==> config.mk <==
export PLATFORM = sky130hd
export DESIGN_NAME = ngs_cell
export DESIGN_NICKNAME = d
export VERILOG_FILES = /design/src/hdl/ngs_pkg.sv /design/src/hdl/ngs_cell.sv
export SDC_FILE = /design/constraint.sdc
export NUM_CORES = 1
export LEC_CHECK = 0
export ABC_CLOCK_PERIOD_IN_PS = 7590
export BUFFER_PORTS_ARGS = -buffer_cell sky130_fd_sc_hd__buf_2
export CAP_MARGIN = 25
export CORE_MARGIN = 10
export CORE_UTILIZATION = 45
export DETAILED_ROUTE_END_ITERATION = 16
export GPL_TIMING_DRIVEN = 0
export PLACE_DENSITY = 0.92
export SYNTH_ARGS = -nofsm -noshare
export SYNTH_HDL_FRONTEND = slang
export SYNTH_SLANG_ARGS = --single-unit
export TNS_END_PERCENT = 30
==> constraint.sdc <==
create_clock -name clk -period 7.59 [get_ports clk]
set_clock_uncertainty 0.15 [all_clocks]
set_input_delay 1.518 -clock clk [delete_from_list [all_inputs] [get_ports clk]]
set_output_delay 1.518 -clock clk [all_outputs]
set_load 0.02 [all_outputs]
==> src/hdl/ngs_pkg.sv <==
package ngs_pkg;

	localparam int STACK_DEPTH = 64;
	localparam int POS_W = 16;
	localparam int VALUE_W = 32;
	localparam int IN_W = (VALUE_W < 32) ? VALUE_W : 32;
	localparam int CNT_W = $clog2(STACK_DEPTH + 1);
	localparam int OUT_POS_W = 16;

	typedef logic [POS_W-1:0] pos_t;
	typedef logic signed [VALUE_W-1:0] val_t;

	// one stack entry as held in a cell
	typedef struct packed {
		pos_t pos;
		val_t val;
	} entry_t;

	// shift command broadcast along the chain
	typedef enum logic [1:0] {
		OP_HOLD,
		OP_PUSH,
		OP_POP
	} op_t;

	// sign extend the input sample to the internal value width
	function automatic val_t ext_value(logic [31:0] v);
		val_t r;
		for (int i = 0; i < VALUE_W; i++) begin
			r[i] = (i < IN_W) ? v[i] : v[IN_W-1];
		end
		return r;
	endfunction

	// fit a position into the output field width
	function automatic logic [OUT_POS_W-1:0] out_pos(pos_t p);
		logic [OUT_POS_W-1:0] r;
		for (int i = 0; i < OUT_POS_W; i++) begin
			r[i] = (i < POS_W) ? p[(i < POS_W) ? i : 0] : 1'b0;
		end
		return r;
	endfunction

endpackage

==> src/hdl/ngs_cell.sv <==
module ngs_cell (
	input  logic           clk,
	input  ngs_pkg::op_t   op,
	input  ngs_pkg::val_t  key,
	input  ngs_pkg::entry_t from_above,
	input  ngs_pkg::entry_t from_below,
	output ngs_pkg::entry_t entry,
	output logic           le
);
	import ngs_pkg::*;

	entry_t entry_q;

	// shift toward the bottom on push, toward the top on pop
	always_ff @(posedge clk) begin
		case (op)
			OP_PUSH: entry_q <= from_above;
			OP_POP:  entry_q <= from_below;
			default: entry_q <= entry_q;
		endcase
	end

	// this entry is resolved by the current sample
	assign le = (entry_q.val <= key);
	assign entry = entry_q;

endmodule

# Word level (Yosys, flattened, before mapping)
# Cells that the tools add are included.
[totals]
register_bits = 48
inputBits = 131
elab_cells = 7
[op_classes]
order_cmp = 1
eq_ne = 2
muxes = 1
n_reduce_logical = 1
[op_table]
columns = ["op", "count"]
rows = [
  ["case mux 48 bit (2 select lines)", 1],
  ["less-or-equal comparator 32 bit", 1],
  ["== test 2 x 1 -> 1 bit, second input constant", 1],
  ["== test 2 bit, second input constant", 1],
  ["nonzero test 2 bit", 1],
]

# Logic depth before layout (Yosys ltp)
# Gate-level depths: netlist of run 1.
[logic_depth]
word_depth = 2
mapped_depth = 8

# Worst setup path after synthesis of run 1
# No wires, ideal clock.
[synth_path]
path_kind = "input to output"
start = "in key[14]"
end = "out le"
arrival_ns = 3.124
required_ns = 5.922
path_slack_ns = 2.798
stages = 8
cell_sequence = "inv_1 ha_1 a21oi_1 nand2_1 a221o_1 a211o_1 a21oi_2 mux2_1"
[synth_between]
elab_chain_len = 1
[synth_lines]
columns = ["item", "line", "text"]
rows = [
  ["start: declaration", "ngs_cell.sv:4", "input ngs_pkg::val_t key,"],
  ["less-or-equal comparator 32 bit", "ngs_cell.sv:24", "assign le = (entry_q.val <= key);"],
  ["end: declaration", "ngs_cell.sv:8", "output logic le"],
]
# Every way passes these cells.

# Worst setup path in the final report of run 1
# Ends and elaborated chain as after synthesis.

==> reports/qor.csv, run 1 <==
metric,value,unit
total track usage,0.162,
Hold WC Path Type,input pin to flip-flop,
DRC violations left,0,
die span in y,99.5,um
actual transition at the worst max-transition pin,0.633,ns
first-pass iteration count of the detailed router,4,
Filler Cells Inserted,492,
net count after synthesis,385,
buffer depth of the longest clock path,2,
Critical Path Slowest Stage Cell,sky130_fd_sc_hd__a221o_1,
Final Hold Viols,0,
Total Wirelength,8420,um
placed instance area,3860,um2
internal power,0.504,mW
biggest fanout along the worst timing path,3,
Total Neg Setup Slack,0,ns
sw frac,0.319,
Final Total Pwr,0.739,mW
clock buffers created by TritonCTS,5,
pin count of the biggest net entering global routing,29,
via/cell ratio,4.96,
critical path data arrival time,3.40,ns
most used cells in the layout excluding fill and tap cells,"sky130_fd_sc_hd__buf_2 (181), sky130_fd_sc_hd__mux2_2 (48), sky130_fd_sc_hd__edfxtp_1 (48)",
ANT nets after route,0,
area growth from synthesis to layout,38.2,%
delay of the slowest cell on the worst path,0.34,ns
portion of total power attributed to sequential cells,0.480,
share of post-route cells with drive strength above 1,0.588,
number of rows created at floorplan,28,
initial antenna violation count,0,
unique cell type count in the Yosys netlist,24,
wire length of the first global-routing pass,12900,um
DP Cell Count,476,
Critical Path Sink Type,output pin,
grt total ovfl,0,
Logic pwr share,0.327,
instance count of the mapped netlist,221,
yosys synthesis warning count,0,
cell with the most instances on the worst path,sky130_fd_sc_hd__buf_2,
switching power,0.235,mW
worst supply voltage drop on vdd,110,uV
hold path endpoint,entry[25],
final core utilization,0.653,
type of element launching the critical path,input pin,
"Slew Viols, Final",0,
kind of critical path,input pin to output pin,
"worst slack, placed",2.51,ns
number of top-level pins,180,
share of synthesized area occupied by flip-flops and latches,0.506,
power density over the cells,188,nW/um2
Die Outline Area,9910,um2
status,completed,
Avg Synthesized Cell Area,12.9,um2
share of the clock period used by the worst path,0.667,
Tmin final,5.06,ns
final standard cell area without fillers,3930,um2
Critical Path Start,key[14],
antenna diode count,0,
maximum clock frequency,197,MHz
iteration-0 DRC count of the detailed router,54,
die width,99.5,um
count of hold-fix buffers inserted at cts,0,
unrepaired setup endpoints after global routing,no,
most common library cell in the layout ignoring fill and taps,sky130_fd_sc_hd__buf_2,
number of flip-flops in the largest register,48,
ordered list of cells on the worst path,buf_2 -> inv_1 -> ha_1 -> nand4_1 -> nor2_1 -> a221o_1 -> a211o_1 -> a21oi_2 -> mux2_1 -> buf_2,
Clk pwr share,0.194,
Hold Path Cell Cnt,2,
worst rel slew slack,0.578,
worst hold path startpoint,from_below[25],
CTS-repair resized insts,0,
count of nets after finishing,572,
detailed-route via count,2397,
Final Wtd Congestion,0.757,
max-cap viol count,0,
wire length per cell,17.4,um
clock sinks,48,
flip-flop and latch count after synthesis,48,
clock tree from TritonCTS,done,
clock-pin slew on the worst setup and hold paths,0.08,ns
Port-buffer cells,179,
combined area of all synthesized cells,2850,um2
initial core utilization,0.472,
WHS,1.37,ns
number of global-route vias before repair,2720,
Final WS setup,2.53,ns
Detail Placement HPWL,7300,um
endpoints failing setup,0,
CTS HTree Levels,2,
Post-CTS Repair Setup Buffers,0,
critical path data required time,5.92,ns
final cell count without fillers,483,
buffer type at the clock tree root,sky130_fd_sc_hd__clkbuf_8,
CORE AREA,6030,um2
leakage power,1.97,nW
==> critical path, delay by kind of cell <==
kind / cells / cell delay (ns)
simple gates: 2 / 0.25
compound gates: 3 / 0.72
fa+ha+maj: 1 / 0.31
buf+inv: 3 / 0.27
mux: 1 / 0.32
==> power groups by stage <==
stage	Combinational (mW)	Sequential (mW)	Clock, mW
final	0.241	0.355	0.143
after global routing	0.266	0.359	0.157
after CTS	0.246	0.355	0.148
after global placement	0.232	0.359	0
after detailed placement	0.245	0.361	0
after floorplan	0.0920	0.409	0
==> Yosys cell counts (all sizes together) <==
cell,number,share of area
buf,2,0.0035
clkbuf,3,0.0040
nand4,6,0.013
a21oi,16,0.029
a21o,3,0.0079
nand3,3,0.0053
and4,1,0.0031
nor3,1,0.0018
mux2,49,0.19
o211ai,1,0.0026
a211o,1,0.0031
nand2,9,0.012
nor2,1,0.0013
o21ai,5,0.010
ha,33,0.15
edfxtp,48,0.51
inv,36,0.047
a221o,1,0.0035
nor4,2,0.0066
==> area by class of cell <==
type / instances / area [um2] / share of cell area
Sequential cell: 48 / 1440 / 0.366
Multi-Input combinational cell: 132 / 1250 / 0.317
Timing Repair Buffer: 180 / 916 / 0.233
Inverter: 36 / 135 / 0.0344
Tap cell: 75 / 93.8 / 0.0239
Clock buffer: 6 / 72.6 / 0.0184
Buffer: 5 / 21.3 / 0.00541
Clock inverter: 1 / 5.00 / 0.00127
==> cell families after synthesis <==
| family | count (synthesis) | share of synthesized area |
|---|---|---|
| adders and majority gates | 33 | 0.145 |
| AOI/OAI and AO/OA | 27 | 0.0567 |
| buffers and inverters | 41 | 0.0549 |
| DFF | 48 | 0.506 |
| muxes | 49 | 0.194 |
| and+or+nand+nor | 23 | 0.0431 |
==> worst max path at each step <==
stage / to / slack, ns / cells after the start
6_report: le / 2.53 / 10
5_1_grt: le / 2.41 / 10
4_1_cts: le / 2.50 / 10
3_5_place_dp: le / 2.51 / 10
3_3_place_gp: le / 2.54 / 10
2_1_floorplan: le / 2.80 / 8
==> metal layers <==
metal  up-vias  GRT usage  wire length, um
met5         -          0                0
met4         0     0.0540              125
met3         8     0.0637              742
met2        91      0.318             4710
met1      1114      0.146             2850
li1       1184          -                -
(Power assumes the default switching activity.)
==> run 2, diff against run 1 <==
--- a/config.mk
+++ b/config.mk
@@ -5,14 +5,15 @@
 export SDC_FILE = /design/constraint.sdc
 export NUM_CORES = 1
 export LEC_CHECK = 0
-export ABC_CLOCK_PERIOD_IN_PS = 7590
+export ABC_AREA = 1
+export ABC_CLOCK_PERIOD_IN_PS = 4600
 export BUFFER_PORTS_ARGS = -buffer_cell sky130_fd_sc_hd__buf_2
 export CAP_MARGIN = 25
 export CORE_MARGIN = 10
-export CORE_UTILIZATION = 45
+export CORE_UTILIZATION = 39
 export DETAILED_ROUTE_END_ITERATION = 16
 export GPL_TIMING_DRIVEN = 0
-export PLACE_DENSITY = 0.92
+export PLACE_DENSITY = 0.85
 export SYNTH_ARGS = -nofsm -noshare
 export SYNTH_HDL_FRONTEND = slang
 export SYNTH_SLANG_ARGS = --single-unit
==> constraint.sdc (replaced) <==
create_clock -name clk -period 4.6 [get_ports clk]
set_clock_uncertainty 0.15 [all_clocks]
set_input_delay 0.92 -clock clk [delete_from_list [all_inputs] [get_ports clk]]
set_output_delay 0.92 -clock clk [all_outputs]
set_load 0.02 [all_outputs]
==> run 2 against run 1 <==
Non-clock buffer count is the same. Die area grew 15%. Worst hold slack lost 0.62 ns. Critical path type unchanged.
==> reports/qor.csv, run 2 <==
metric,value,unit
Tmin final,3.42,ns
Final Total Pwr,1.28,mW
Post-CTS Repair Setup Buffers,0,
area share of the largest cell type after synthesis,0.493,
number of top-level pins,180,
cell taking the most area after synthesis,sky130_fd_sc_hd__edfxtp_1,
number of global-route vias before repair,2824,
kind of critical path,input pin to output pin,
type of element launching the critical path,input pin,
first-pass iteration count of the detailed router,4,
proportion of synthesized area in mux cells,0.185,
most common library cell in the layout ignoring fill and taps,sky130_fd_sc_hd__buf_2,
clock buffers created by TritonCTS,5,
DRC violations left,0,
multi-input gate area in the final layout,1290,um2
combinational family with the most area after synthesis,multiplexers,
detailed-route via count,2472,
most repeated cell in the gate-level netlist after synthesis,sky130_fd_sc_hd__edfxtp_1,
ANT nets after route,0,
instance count of the mapped netlist,247,
CORE AREA,7250,um2
CTS HTree Levels,2,
biggest fanout along the worst timing path,2,
Filler Cells Inserted,634,
Critical Path Sink Type,output pin,
count of nets after finishing,598,
portion of total power attributed to sequential cells,0.455,
die span in y,107,um
wire length of the first global-routing pass,13100,um
net count after synthesis,411,
share of synthesized area occupied by flip-flops and latches,0.493,
worst supply voltage drop on vdd,170,uV
initial antenna violation count,0,
internal power,0.886,mW
pin count of the biggest net entering global routing,31,
final standard cell area without fillers,4070,um2
total track usage,0.142,
number of flip-flops in the largest register,48,
Final Wtd Congestion,0.773,
power density over the cells,315,nW/um2
critical path data required time,3.53,ns
max-cap viol count,0,
most used cells in the layout excluding fill and tap cells,"sky130_fd_sc_hd__buf_2 (182), sky130_fd_sc_hd__edfxtp_1 (48), sky130_fd_sc_hd__inv_1 (39)",
share of post-route cells with drive strength above 1,0.513,
Synth Area in Adders,0.141,
iteration-0 DRC count of the detailed router,27,
endpoints failing setup,0,
Total Wirelength,8220,um
buffer depth of the longest clock path,2,
Sequential cell area,1440,um2
Compound-Gate Fraction of Synth Area,0.0368,
Logic pwr share,0.311,
flip-flop and latch count after synthesis,48,
Avg Synthesized Cell Area,11.8,um2
"Slew Viols, Final",0,
area growth from synthesis to layout,39.2,%
Hold WC Path Type,input pin to flip-flop,
critical path data arrival time,2.35,ns
wire length per cell,15.4,um
unique cell type count in the Yosys netlist,23,
Final Hold Viols,0,
antenna diode count,0,
"EDFF count, synth",48,
yosys synthesis warning count,0,
clock tree from TritonCTS,done,
share of the clock period used by the worst path,0.744,
Port-buffer cells,179,
Detail Placement HPWL,7110,um
clock-pin slew on the worst setup and hold paths,0.09,ns
unrepaired setup endpoints after global routing,no,
number of rows created at floorplan,31,
sw frac,0.308,
simple-gate portion of the synthesized area,0.0787,
top cell types by occurrence after synthesis,"sky130_fd_sc_hd__edfxtp_1 (48), sky130_fd_sc_hd__inv_1 (40), sky130_fd_sc_hd__ha_1 (33)",
Most used DFF post-synth,sky130_fd_sc_hd__edfxtp_1,
placed instance area,3960,um2
status,completed,
clock sinks,48,
Final WS setup,1.18,ns
WHS,0.750,ns
xor/xnor share of the synthesized area,0,
grt total ovfl,0,
actual transition at the worst max-transition pin,0.432,ns
Total Neg Setup Slack,0,ns
switching power,0.395,mW
count of hold-fix buffers inserted at cts,0,
worst rel slew slack,0.712,
"top cells by area, synth","sky130_fd_sc_hd__edfxtp_1 (49%), sky130_fd_sc_hd__ha_1 (14%), sky130_fd_sc_hd__mux2_1 (11%)",
initial core utilization,0.403,
combined area of all synthesized cells,2920,um2
leakage power,2.08,nW
Clk pwr share,0.234,
CTS-repair resized insts,0,
async set-or-reset flop fraction in the synthesized netlist,0,
Die Outline Area,11400,um2
die width,107,um
"worst slack, placed",1.14,ns
maximum clock frequency,292,MHz
buffer type at the clock tree root,sky130_fd_sc_hd__clkbuf_8,
via/cell ratio,4.63,
## run 2: cell types whose count changed after synthesis, moves of 4 or more
cell	previous run	this run
sky130_fd_sc_hd__nand2_1	9	32
sky130_fd_sc_hd__nor2_1	1	6
sky130_fd_sc_hd__inv_1	36	40
sky130_fd_sc_hd__mux2_2	48	20
sky130_fd_sc_hd__mux2_1	1	28
## run 2: worst paths after layout
kind	start	slack, ns	end	cells after the start
max	key[23]	1.18	le	12
min	from_above[35]	0.75	entry[35]	2
## run 2: logic make-up after synthesis
logic type / count (synthesis)
and+or+nand+nor: 51
AOI/OAI and AO/OA: 19
buffers and inverters: 48
adders and majority gates: 33
muxes: 48
DFF: 48
## run 2: metrics by stage
step | instances | util
2_1_floorplan | 247 | -
3_3_place_gp | 525 | 0.544
3_5_place_dp | 526 | 0.546
4_1_cts | 534 | 0.561
5_1_grt | 534 | 0.561
6_report | 534 | 0.561
## run 2: final cells by class
cell class | instances | area share
buffer | 5 | 0.00738
clock buffer | 6 | 0.0178
clock inverter | 2 | 0.00860
inverter | 43 | 0.0396
multi-input combinational | 151 | 0.317
sequential | 48 | 0.354
tap | 99 | 0.0304
timing repair buffer | 180 | 0.225
## run 2: worst max-delay path, stage by stage
cell and delay, ns:
sky130_fd_sc_hd__buf_2 0.08, sky130_fd_sc_hd__inv_1 0.04, sky130_fd_sc_hd__ha_1 0.29, sky130_fd_sc_hd__nand2_1 0.07, sky130_fd_sc_hd__nor2_1 0.14, sky130_fd_sc_hd__nand4_1 0.14, sky130_fd_sc_hd__nor3b_2 0.23, sky130_fd_sc_hd__nand2_1 0.11
sky130_fd_sc_hd__nand2_1 0.07, sky130_fd_sc_hd__nand2_1 0.05, sky130_fd_sc_hd__nand3_1 0.06, sky130_fd_sc_hd__buf_2 0.17
## run 2: metal layers
| layer | vias to the layer above | track usage | wire, um |
|---|---|---|---|
| met5 | - | 0 | 0 |
| met4 | 0 | 0.0338 | 110 |
| met3 | 9 | 0.0683 | 894 |
| met2 | 101 | 0.259 | 4180 |
| met1 | 1133 | 0.141 | 3030 |
| li1 | 1229 | - | - |
## run 2: power groups by stage
stage | Sequential [mW] | Clock (mW) | Combinational, mW
5_1_grt | 0.591 | 0.329 | 0.446
3_5_place_dp | 0.594 | 0 | 0.406
2_1_floorplan | 0.676 | 0 | 0.159
4_1_cts | 0.584 | 0.311 | 0.408
3_3_place_gp | 0.593 | 0 | 0.389
6_report | 0.583 | 0.300 | 0.398
==> run 3, diff against run 2 <==
--- a/config.mk
+++ b/config.mk
@@ -6,7 +6,7 @@
 export NUM_CORES = 1
 export LEC_CHECK = 0
 export ABC_AREA = 1
-export ABC_CLOCK_PERIOD_IN_PS = 4600
+export ABC_CLOCK_PERIOD_IN_PS = 2840
 export BUFFER_PORTS_ARGS = -buffer_cell sky130_fd_sc_hd__buf_2
 export CAP_MARGIN = 25
 export CORE_MARGIN = 10
==> constraint.sdc (replaced) <==
create_clock -name clk -period 2.84 [get_ports clk]
set_clock_uncertainty 0.15 [all_clocks]
set_input_delay 0.568 -clock clk [delete_from_list [all_inputs] [get_ports clk]]
set_output_delay 0.568 -clock clk [all_outputs]
set_load 0.02 [all_outputs]
==> run 3 against run 2 <==
Sequential power up 62%. Largest cell class unchanged. Worst setup slack worse by 1.1 ns. Clock power up 61%. Wire length up 0.52%. Highest routed layer unchanged.
==> reports/qor.csv, run 3 (same netlist as run 2, synthesis figures left out) <==
metric,value,unit
Final WS setup,0.0933,ns
Critical Path Sink Type,output pin,
met2 layer wire length in the routed design,4220,um
die span in y,107,um
number of top-level pins,180,
placed instance area,3960,um2
antenna diode count,0,
most used cells in the layout excluding fill and tap cells,"sky130_fd_sc_hd__buf_2 (181), sky130_fd_sc_hd__edfxtp_1 (48), sky130_fd_sc_hd__inv_1 (39)",
clock tree from TritonCTS,done,
detailed-route via count,2477,
wire length per cell,15.4,um
WHS,0.398,ns
initial core utilization,0.403,
first-pass iteration count of the detailed router,4,
number of rows created at floorplan,31,
kind of critical path,flip-flop to output pin,
initial antenna violation count,0,
biggest fanout along the worst timing path,2,
via/cell ratio,4.63,
area growth from synthesis to layout,40.9,%
number of global-route vias before repair,2824,
Die Outline Area,11400,um2
"Slew Viols, Final",0,
wire length of the first global-routing pass,13100,um
worst supply voltage drop on vdd,275,uV
number of flip-flops in the largest register,48,
final standard cell area without fillers,4120,um2
type of element launching the critical path,flip-flop,
clock-pin slew on the worst setup and hold paths,0.09,ns
clock buffers created by TritonCTS,5,
Detail Placement HPWL,7110,um
CTS HTree Levels,2,
unrepaired setup endpoints after global routing,yes,
Final Hold Viols,0,
Critical Path Start,entry[21],
actual transition at the worst max-transition pin,0.433,ns
maximum clock frequency,364,MHz
Tmin final,2.75,ns
pin count of the biggest net entering global routing,31,
iteration-0 DRC count of the detailed router,29,
Final Total Pwr,2.10,mW
status,completed,
most common library cell in the layout ignoring fill and taps,sky130_fd_sc_hd__buf_2,
worst hold path startpoint,from_above[35],
power density over the cells,510,nW/um2
share of post-route cells with drive strength above 1,0.525,
highest layer used for signal routing,met4,
Hold WC Path Type,input pin to flip-flop,
die width,107,um
critical path data arrival time,2.03,ns
Total Wirelength,8260,um
DRC violations left,0,
worst rel slew slack,0.711,
final cell count without fillers,535,
ANT nets after route,0,
final core utilization,0.568,
critical path data required time,2.12,ns
grt total ovfl,0,
clock sinks,48,
total track usage,0.142,
Port-buffer cells,179,
Total Neg Setup Slack,0,ns
count of hold-fix buffers inserted at cts,0,
leakage power,2.09,nW
count of nets after finishing,599,
buffer depth of the longest clock path,2,
max-cap viol count,0,
met3 routed WL,893,um
DP Cell Count,526,
CORE AREA,7250,um2
endpoints failing setup,0,
"worst slack, placed",0.0846,ns
metal1 wirelength,3040,um
buffer type at the clock tree root,sky130_fd_sc_hd__clkbuf_8,
Final Wtd Congestion,0.773,
share of the clock period used by the worst path,0.967,
-- run 3: per-layer routing --
metal  up-vias  global-route usage
met3         9              0.0683
met1      1139               0.141
li1       1230                   -
met4         0              0.0338
met5         -                   0
met2        99               0.259
-- run 3: power by group --
part	internal [mW]	total [mW]	switching, mW
logic	0.286	0.670	0.384
registers	0.903	0.946	0.0430
clock network	0.262	0.484	0.223
total	1.45	2.10	0.649
-- run 3: repair_timing --
action / 4_1_cts / 5_1_grt
gates resized for setup: 0 / 9
setup endpoints to repair: 0 / 1
setup buffers: 0 / 1
-- run 3: worst max-delay path, cell delays in order (launching register included) --
cell,delay (ns)
sky130_fd_sc_hd__edfxtp_1,0.44
sky130_fd_sc_hd__ha_4,0.30
sky130_fd_sc_hd__nand2_4,0.05
sky130_fd_sc_hd__nor2_4,0.10
sky130_fd_sc_hd__nand4_1,0.13
sky130_fd_sc_hd__nor3b_2,0.27
sky130_fd_sc_hd__nand2_1,0.12
sky130_fd_sc_hd__nand2_1,0.09
sky130_fd_sc_hd__nand2_1,0.06
sky130_fd_sc_hd__nand3_2,0.06
sky130_fd_sc_hd__buf_6,0.12
-- run 3: area by class of cell --
| type | instances | area, um2 |
|---|---|---|
| clock inverter | 2 | 35.0 |
| timing repair buffer | 181 | 930 |
| tap | 99 | 124 |
| inverter | 43 | 161 |
| multi-input combinational | 151 | 1330 |
| sequential | 48 | 1440 |
| fill | 633 | 3130 |
| clock buffer | 6 | 72.6 |
| buffer | 5 | 30.0 |
-- run 3: final timing paths --
check	to	slack (ns)	cells past startpoint
setup / recovery	le	0.09	10
hold / removal	entry[35]	0.40	2
